--- src/hw/rtl/scfk_pkg.sv ---
// ----------------------------------------------------------------------------
// scfk_pkg
// Types, constants and helper functions shared by the serial chain forward
// kinematics core and its CORDIC unit.
// ----------------------------------------------------------------------------
`default_nettype none

package scfk_pkg;

  localparam int ANG_W            = 16;
  localparam int ROT_W            = 18;
  localparam int POS_W            = 32;
  localparam int LEN_W            = 12;
  localparam int PROD_W           = 2 * ROT_W;
  localparam int ACC_W            = PROD_W + 2;
  localparam int ATAN_COUNT       = 24;
  localparam int ANGLE_WIDTH_DEF  = 16;
  localparam int CORDIC_STEPS_DEF = 16;

  localparam logic [LEN_W-1:0] LEN_RESET = 12'd100;

  typedef logic signed [ROT_W-1:0] rot_t;
  typedef logic signed [POS_W-1:0] pos_t;

  localparam rot_t ONE_Q16  = 18'sd65536;
  localparam rot_t ZERO_Q16 = 18'sd0;

  localparam logic signed [ACC_W-1:0] ROT_MAX = ACC_W'(131071);
  localparam logic signed [ACC_W-1:0] ROT_MIN = -ACC_W'(131072);

  typedef struct packed {
    logic done;
    rot_t cos_v;
    rot_t sin_v;
  } scfk_cs_t;

  function automatic logic [29:0] scfk_atan(input logic [4:0] idx);
    logic [29:0] v;
    case (idx)
      5'd0:    v = 30'd536870912;
      5'd1:    v = 30'd316933406;
      5'd2:    v = 30'd167458907;
      5'd3:    v = 30'd85004756;
      5'd4:    v = 30'd42667331;
      5'd5:    v = 30'd21354465;
      5'd6:    v = 30'd10680350;
      5'd7:    v = 30'd5340245;
      5'd8:    v = 30'd2670163;
      5'd9:    v = 30'd1335087;
      5'd10:   v = 30'd667544;
      5'd11:   v = 30'd333772;
      5'd12:   v = 30'd166886;
      5'd13:   v = 30'd83443;
      5'd14:   v = 30'd41722;
      5'd15:   v = 30'd20861;
      5'd16:   v = 30'd10430;
      5'd17:   v = 30'd5215;
      5'd18:   v = 30'd2608;
      5'd19:   v = 30'd1304;
      5'd20:   v = 30'd652;
      5'd21:   v = 30'd326;
      5'd22:   v = 30'd163;
      5'd23:   v = 30'd81;
      default: v = 30'd0;
    endcase
    return v;
  endfunction

  function automatic rot_t sat_rot(input logic signed [ACC_W-1:0] v);
    rot_t r;
    if (v > ROT_MAX) begin
      r = rot_t'(ROT_MAX);
    end else if (v < ROT_MIN) begin
      r = rot_t'(ROT_MIN);
    end else begin
      r = rot_t'(v);
    end
    return r;
  endfunction

endpackage

`default_nettype wire

--- src/hw/rtl/scfk_cordic.sv ---
// ----------------------------------------------------------------------------
// scfk_cordic
// Iterative rotation-mode CORDIC: one binary angle in, Q2.16 cosine and sine
// out, one micro-rotation per cycle.
// ----------------------------------------------------------------------------
`default_nettype none

module scfk_cordic import scfk_pkg::*; #(
  parameter int ANGLE_WIDTH  = ANGLE_WIDTH_DEF,
  parameter int CORDIC_STEPS = CORDIC_STEPS_DEF
) (
  input  logic             clk,
  input  logic             rst,
  input  logic             start,
  input  logic [ANG_W-1:0] angle,
  output scfk_cs_t         res
);

  localparam int NSTEP = (CORDIC_STEPS < ATAN_COUNT) ? CORDIC_STEPS : ATAN_COUNT;
  localparam logic [31:0] PMASK = 32'hFFFF_FFFF << (32 - ANGLE_WIDTH);
  localparam logic signed [33:0] X0 = 34'sd652032874;
  localparam logic signed [32:0] QTR = 33'sd1073741824;
  localparam logic signed [32:0] HALF = 33'sd2147483648;

  logic               busy;
  logic [4:0]         step;
  logic signed [33:0] x;
  logic signed [33:0] y;
  logic signed [32:0] z;
  logic               flip;

  logic [31:0]        ph;
  logic signed [32:0] z0;
  logic signed [32:0] zf;
  logic               flip0;
  logic signed [33:0] dx;
  logic signed [33:0] dy;
  logic signed [32:0] at;
  logic signed [33:0] xr;
  logic signed [33:0] yr;

  always_comb begin
    ph    = {angle, 16'h0000} & PMASK;
    z0    = {ph[31], ph};
    flip0 = 1'b0;
    zf    = z0;
    if (z0 > QTR) begin
      zf    = z0 - HALF;
      flip0 = 1'b1;
    end else if (z0 < -QTR) begin
      zf    = z0 + HALF;
      flip0 = 1'b1;
    end
    dx = y >>> step;
    dy = x >>> step;
    at = {3'b000, scfk_atan(step)};
    xr = (x + 34'sd8192) >>> 14;
    yr = (y + 34'sd8192) >>> 14;
    if (flip) begin
      xr = -xr;
      yr = -yr;
    end
  end

  always_ff @(posedge clk) begin
    if (rst) begin
      busy     <= 1'b0;
      res.done <= 1'b0;
    end else if (start) begin
      x        <= X0;
      y        <= '0;
      z        <= zf;
      flip     <= flip0;
      step     <= '0;
      busy     <= 1'b1;
      res.done <= 1'b0;
    end else if (busy) begin
      if (step < 5'(NSTEP)) begin
        if (z >= 0) begin
          x <= x - dx;
          y <= y + dy;
          z <= z - at;
        end else begin
          x <= x + dx;
          y <= y - dy;
          z <= z + at;
        end
        step     <= step + 5'd1;
        res.done <= 1'b0;
      end else begin
        res.cos_v <= sat_rot(ACC_W'(xr));
        res.sin_v <= sat_rot(ACC_W'(yr));
        res.done  <= 1'b1;
        busy      <= 1'b0;
      end
    end else begin
      res.done <= 1'b0;
    end
  end

endmodule

`default_nettype wire

--- config.mk ---
export PLATFORM = sky130hd
export DESIGN_NAME = scfk_cordic
export DESIGN_NICKNAME = d
export VERILOG_FILES = /design/src/hw/rtl/scfk_pkg.sv /design/src/hw/rtl/scfk_cordic.sv
export SDC_FILE = /design/constraint.sdc
export NUM_CORES = 1
export LEC_CHECK = 0
export BUFFER_PORTS_ARGS = -buffer_cell sky130_fd_sc_hd__buf_2
export CORE_MARGIN = 3
export CORE_UTILIZATION = 38
export DETAILED_ROUTE_END_ITERATION = 12
export PLACE_DENSITY = 0.66
export SYNTH_ARGS = -nofsm -noshare
export SYNTH_HDL_FRONTEND = slang
export SYNTH_SLANG_ARGS = --single-unit
--- constraint.sdc ---
create_clock -name clk -period 6.1 [get_ports clk]
set_input_delay 0.305 -clock clk [delete_from_list [all_inputs] [get_ports clk]]
set_output_delay 0.305 -clock clk [all_outputs]
set_load 0.05 [all_outputs]
# After elaboration in Yosys (flattened, before gate mapping)
# Memory sizes are Yosys's and may differ from the RTL's. A register that Yosys moved wholly into a read port is not among the register bits.
# Index checks and enable logic that the tools add are counted.
[word_totals]
in_bits = 19
out_inout_bits = 37
reg_bits = 145
rom_bits = 960
elab_cells = 68
memories = 1
[classes]
shift = 2
n_bitwise = 4
addsub = 13
n_lt_le_gt_ge = 8
mux = 25
n_reduce_logical = 6
[memory_table]
columns = ["name", "words", "width", "read_ports", "rd_ports_with_merged_regs", "write_ports", "line", "text"]
rows = [
  ["(name not given)", 32, 30, 1, 1, 0, "scfk_pkg.sv:39", "case (idx)"],
]
[ops]
columns = ["cell", "n"]
rows = [
  ["$mux 34", 8],
  ["$mux 33", 6],
  ["$add 34x15->34 const B", 2],
  ["$add 34x34->34", 2],
  ["$gt 34x18->1 const B", 2],
  ["$lt 34x18->1 const B", 2],
  ["$neg 20->34", 2],
  ["$sshr 34x5->34", 2],
  ["$sub 34x34->34", 2],
  ["$mux 18", 2],
  ["$add 32x33->33 const B", 1],
  ["$add 33x31->33", 1],
  ["$ge 33x1->1 const B", 1],
  ["$sub 32x33->33 const B", 1],
  ["$sub 33x31->33", 1],
  ["$gt 32x32->1 const B", 1],
  ["$lt 32x31->1 const B", 1],
  ["$mux 5", 4],
  ["$add 5x1->5 const B", 1],
  ["$lt 5x5->1 const B", 1],
  ["$mux 1", 5],
  ["$not 1->1", 4],
  ["$reduce_and 4->1", 1],
  ["$reduce_bool 2->1", 2],
  ["3 further kinds", 3],
]

# Longest topological paths before layout
[depth]
depth_word = 5
ltp_mapped = 27
depth_no_buf = 23

# Worst setup path before layout
# Ideal clock, no wire load.
[synth_path]
path_kind = "register -> register"
startpoint = "reg step[0]"
endpoint = "reg x[30] (data pin)"
t_required_ps = 5834
setup_time_ps = 266
slack_ps = 224
path_stages_with_launch = 27
period_less_slack_ps = 5876
path_buffers = 4
t_arrival_ps = 5610
cell_sequence = "edfxtp_1 -> buf_6 -> buf_6 -> buf_6 -> buf_6 -> mux4_2 -> nand2_1 -> o31ai_1 -> o21ai_0 -> nor2_1 -> nor2_1 -> ha_1 -> o211ai_1 -> a2111o_1 -> o41ai_1 -> xnor2_1 -> ha_1 -> a21o_1 -> a211o_1 -> nor3_1 -> a2bb2oi_1 -> a31oi_1 -> a211o_1 -> a221o_1 -> a31o_2 -> xnor2_1 -> nor2_1"
[synth_via]
elab_chain_cells = 5
word_cells_on_any_way = 6
cone_classes = "add/sub: 2; shift: 1; mux: 3"
[synth_lines]
columns = ["element", "line", "text"]
rows = [
  ["from (decl)", "scfk_cordic.sv:26", "logic [4:0] step;"],
  ["from (signal assigned)", "scfk_cordic.sv:88", "step <= step + 5'd1;"],
  ["$sshr 34x5->34 *", "scfk_cordic.sv:54", "dx = y >>> step;"],
  ["$add 34x34->34 or $sub 34x34->34 (tied branches)", "scfk_cordic.sv:84, scfk_cordic.sv:80", ""],
  ["$mux 34 *", "scfk_cordic.sv:79", "if (z >= 0) begin"],
  ["$mux 34 *", "scfk_cordic.sv:78", "if (step < 5'(NSTEP)) begin"],
  ["$mux 34 *", "scfk_cordic.sv:77", "end else if (busy) begin"],
  ["to (signal assigned)", "scfk_cordic.sv:80", "x <= x - dx;"],
  ["to (signal assigned)", "scfk_cordic.sv:84", "x <= x + dx;"],
  ["to (decl)", "scfk_cordic.sv:27", "logic signed [33:0] x;"],
]
# Every way passes the cells marked *; elsewhere a longest branch is shown, timed or not. The select of a mux whose other input is x is not followed.
# A chain may end at the register's enable or synchronous reset.

# Worst setup path in the final report
# Same ends and word-level chain as after synthesis.

==> impl_metrics.tcl <==
set metrics [dict create \
    clock_skew_ps 27.14 \
    drtIter0Drc 1779 \
    reg2reg_depth 21 \
    clk_latency_ps 520 \
    synth_area_um2 21280 \
    ant_nets 0 \
    power_frac_clock_pct 14.7 \
    slew_violations 0 \
    synthArstFlopShare_pct 0 \
    worst_slew_pin_slew_ps 932.7 \
    cts_max_path_buffers 2 \
    holdPathEnd "z[23]" \
    crit_fanout 9 \
    antenna_cells 0 \
    switchingPower_mw 3.782 \
    grt_pass1_wl_mm 120.6 \
    rows 86 \
    layout.nets 2891 \
    area_growth_pct 20.87 \
    ys_seq_elements 175 \
    num-fill-cells 5266 \
    placed_cell_area_um2 24690 \
    regArea_um2 4935 \
    drc 0 \
    multiInputGateArea_um2 15600 \
    power_density_nw_per_um2 328.0 \
    synth_warnings 0 \
    hold_ws_ps 91.98 \
    synth_top_area_share_pct 20.18 \
    endpoint_kind "flip-flop" \
    hold_viol 0 \
    htree_levels 4 \
    reg2reg_from "step[0]" \
    die_h_um 242.6 \
    swShare_pct 44.83 \
    drive_gt1_share_pct 24.96 \
    maxSlewHeadroom_pct 37.53 \
    clk_pin_slew_ps 90 \
    gp_congestion 0.9951 \
    r2r-end "x[30]" \
    cts_buffers 17 \
    p_leak_nw 10.42 \
    synthesis.nets 2600 \
    syn_avg_cell_area_um2 8.636 \
    cts_tree "yes" \
    setup_slack_ps 153.0 \
    pin_count 56 \
    setup_viol 0 \
    period_share_pct 97.49 \
    yosysTopAreaCell "edfxtp_1" \
    initial_core_util_pct 38.55 \
    grt_max_degree 91 \
    combPwrFrac_pct 63.7 \
    vias_per_cell 6.013 \
    fin_crit_ps 5947 \
    hold_buffers 0 \
    synth_ff_type "edfxtp_1" \
    grt_pass1_vias 20530 \
    drt-total-wl_mm 79.27 \
    core_um2 55200 \
    hold_start "angle[7]" \
    p_int_mw 4.654 \
    max-vdd-ir-drop_mv 0.2481 \
    avgRoutedWirePerCell_um 22.54 \
    crit_type "flip-flop to flip-flop" \
    max_cap_violations 0 \
    vias 21140 \
    fmaxAchievable_mhz 168.2 \
    dp_slack_ps 1.185 \
    reg2reg_slack_ps 150 \
    netlist_instances 2464 \
    yosysSeqAreaShare_pct 23.19 \
    hold_path_class "input pin to flip-flop" \
    whs_path_depth 3 \
    p_seq_share_pct 21.6 \
    yosysUniqueCellTypes 99 \
    root_buffer "clkbuf_16" \
    die_area_um2 58870 \
    netlist_top_cells_area "edfxtp_1, mux4_2, ha_1" \
    grt_util_all_layers_pct 26.25 \
    clkSinkCount 175 \
    critical_path_arrival_ps 6180 \
    critical_path_required_ps 6340 \
    synth_edf_count 143 \
    gr-total-overflow 0 \
    io_buffers 55 \
    outcome "complete, no violations" \
    stdcell_area_um2 25720 \
    rsz0062_at_grt "true" \
    antenna_found_initial 3 \
    dpl.hpwl_mm 61.48 \
    dr.pass1.iters 6 \
    critPathLaunchType "flip-flop" \
    die_w_um 242.6 \
]
==> cell usage in the layout, fill, tap and decap left out, types with 28 or more instances in the layout <==
cell type  count
o22ai_1       30
a21o_1        51
and2_1        28
buf_2         54
xnor2_1      124
o21ai_0      165
nand3_1       45
nand2b_1      49
nor2_1       223
nor3_1        43
nand2_1      237
edfxtp_1     143
buf_4        370
dfxtp_1       32
mux4_2        81
inv_1         45
a21oi_1      137
mux2i_1       78
xor2_1       119
ha_1         113
==> power by group through the flow <==
| stage | registers (mW) | clock network (mW) | logic, mW |
|---|---|---|---|
| 6_report | 1.82 | 1.24 | 5.37 |
| 5_1_grt | 1.83 | 1.30 | 5.85 |
| 4_1_cts | 1.81 | 1.28 | 5.21 |
| 3_5_place_dp | 1.83 | 0 | 5.16 |
| 3_3_place_gp | 1.83 | 0 | 5.08 |
| 2_1_floorplan | 1.73 | 0 | 3.38 |
==> cells by family after synthesis <==
group / Yosys count / synth area share [%]
compound gates: 687 / 21.11
xor+xnor: 243 / 10.00
fa+ha+maj: 117 / 6.985
buf+inv: 222 / 4.704
flops: 175 / 23.19
mux: 198 / 15.19
simple gates: 822 / 18.82
==> per-layer routing <==
layer,routed length [um],track usage [%],vias to the layer above
met3,4689,3.944,198
met5,13,0,-
met2,37780,44.70,827
li1,-,-,9836
met1,32990,32.85,10280
met4,3800,12.06,2
==> metrics by stage <==
step | setup TNS (ps) | total power, mW | cells | util (%)
after global placement | 0 | 6.909 | 3469 | 44.74
after global routing | -76.35 | 8.982 | 3516 | 46.59
final | 0 | 8.436 | 3516 | 46.59
after detailed placement | 0 | 6.993 | 3469 | 44.74
after CTS | 0 | 8.293 | 3502 | 45.91
after floorplan | 0 | 5.100 | 2464 | -
==> registers in the layout, summed over array words and instances (netlist names) <==
| signal | flops |
|---|---|
| z | 33 |
| x | 34 |
| at | 30 |
| res | 37 |
| flip | 1 |
| step | 5 |
| busy | 1 |
| y | 34 |
==> Yosys cell counts (8+ instances only) <==
cell type / instances
nand2_1: 237
nor2_1: 225
o21ai_0: 177
a21oi_1: 145
edfxtp_1: 143
xnor2_1: 124
xor2_1: 119
ha_1: 114
clkbuf_1: 105
mux4_2: 81
mux2i_1: 80
a21o_1: 51
nand2b_1: 49
nor3_1: 48
inv_1: 46
nand3_1: 46
buf_2: 32
dfxtp_1: 32
o22ai_1: 30
a211oi_1: 29
and2_1: 29
and3_1: 28
o21a_1: 27
o31ai_1: 27
or2_2: 27
a31oi_1: 25
nand4_1: 25
nor2b_1: 25
mux2_2: 23
or3_1: 21
o211ai_1: 17
o21bai_1: 17
a211o_1: 14
buf_4: 13
a21boi_0: 12
a221oi_1: 11
buf_1: 11
nor4_1: 11
a221o_1: 10
mux4_1: 10
a22oi_1: 9
buf_6: 9
nor3b_1: 8
==> cell type report <==
cell class	instances	share of cell area, %
inverter	51	0.7540
multi-input combinational	2067	60.66
tap	748	3.639
clock inverter	15	0.8319
clock buffer	17	1.654
timing repair buffer	443	13.28
sequential	175	19.19
==> worst max-delay path by stage <==
stage / start / endpoint / slack (ps) / cells after the start
final: step[0] / x[30] / 150 / 21
after floorplan: step[0] / x[30] / 220 / 26
after global routing: step[0] / x[33] / -40 / 23
after CTS: step[0] / x[33] / 60 / 23
after global placement: step[0] / x[33] / 100 / 22
after detailed placement: step[0] / x[33] / 1 / 22
==> repair_timing <==
item,CTS,global route
gates resized for setup,0,66
pin swaps,1,17
setup endpoints to repair,1,20
setup buffers,1,14
==> critical path, cell delays in order (launching register included) <==
cell and delay (ps):
edfxtp_1 440, buf_12 170, buf_4 170, mux4_1 620
mux2_2 320, o211ai_2 220, o221ai_2 150, or3b_1 400
or2_2 310, o21ai_0 210, xnor2_1 150, ha_1 260
a21o_1 200, a211o_1 300, nor3_2 250, a2bb2oi_2 190
a31oi_1 160, a211o_1 350, a221o_1 330, a31o_2 260
xnor2_1 140, nor2_1 50
Note: power is estimated with default switching activity, not from simulation.
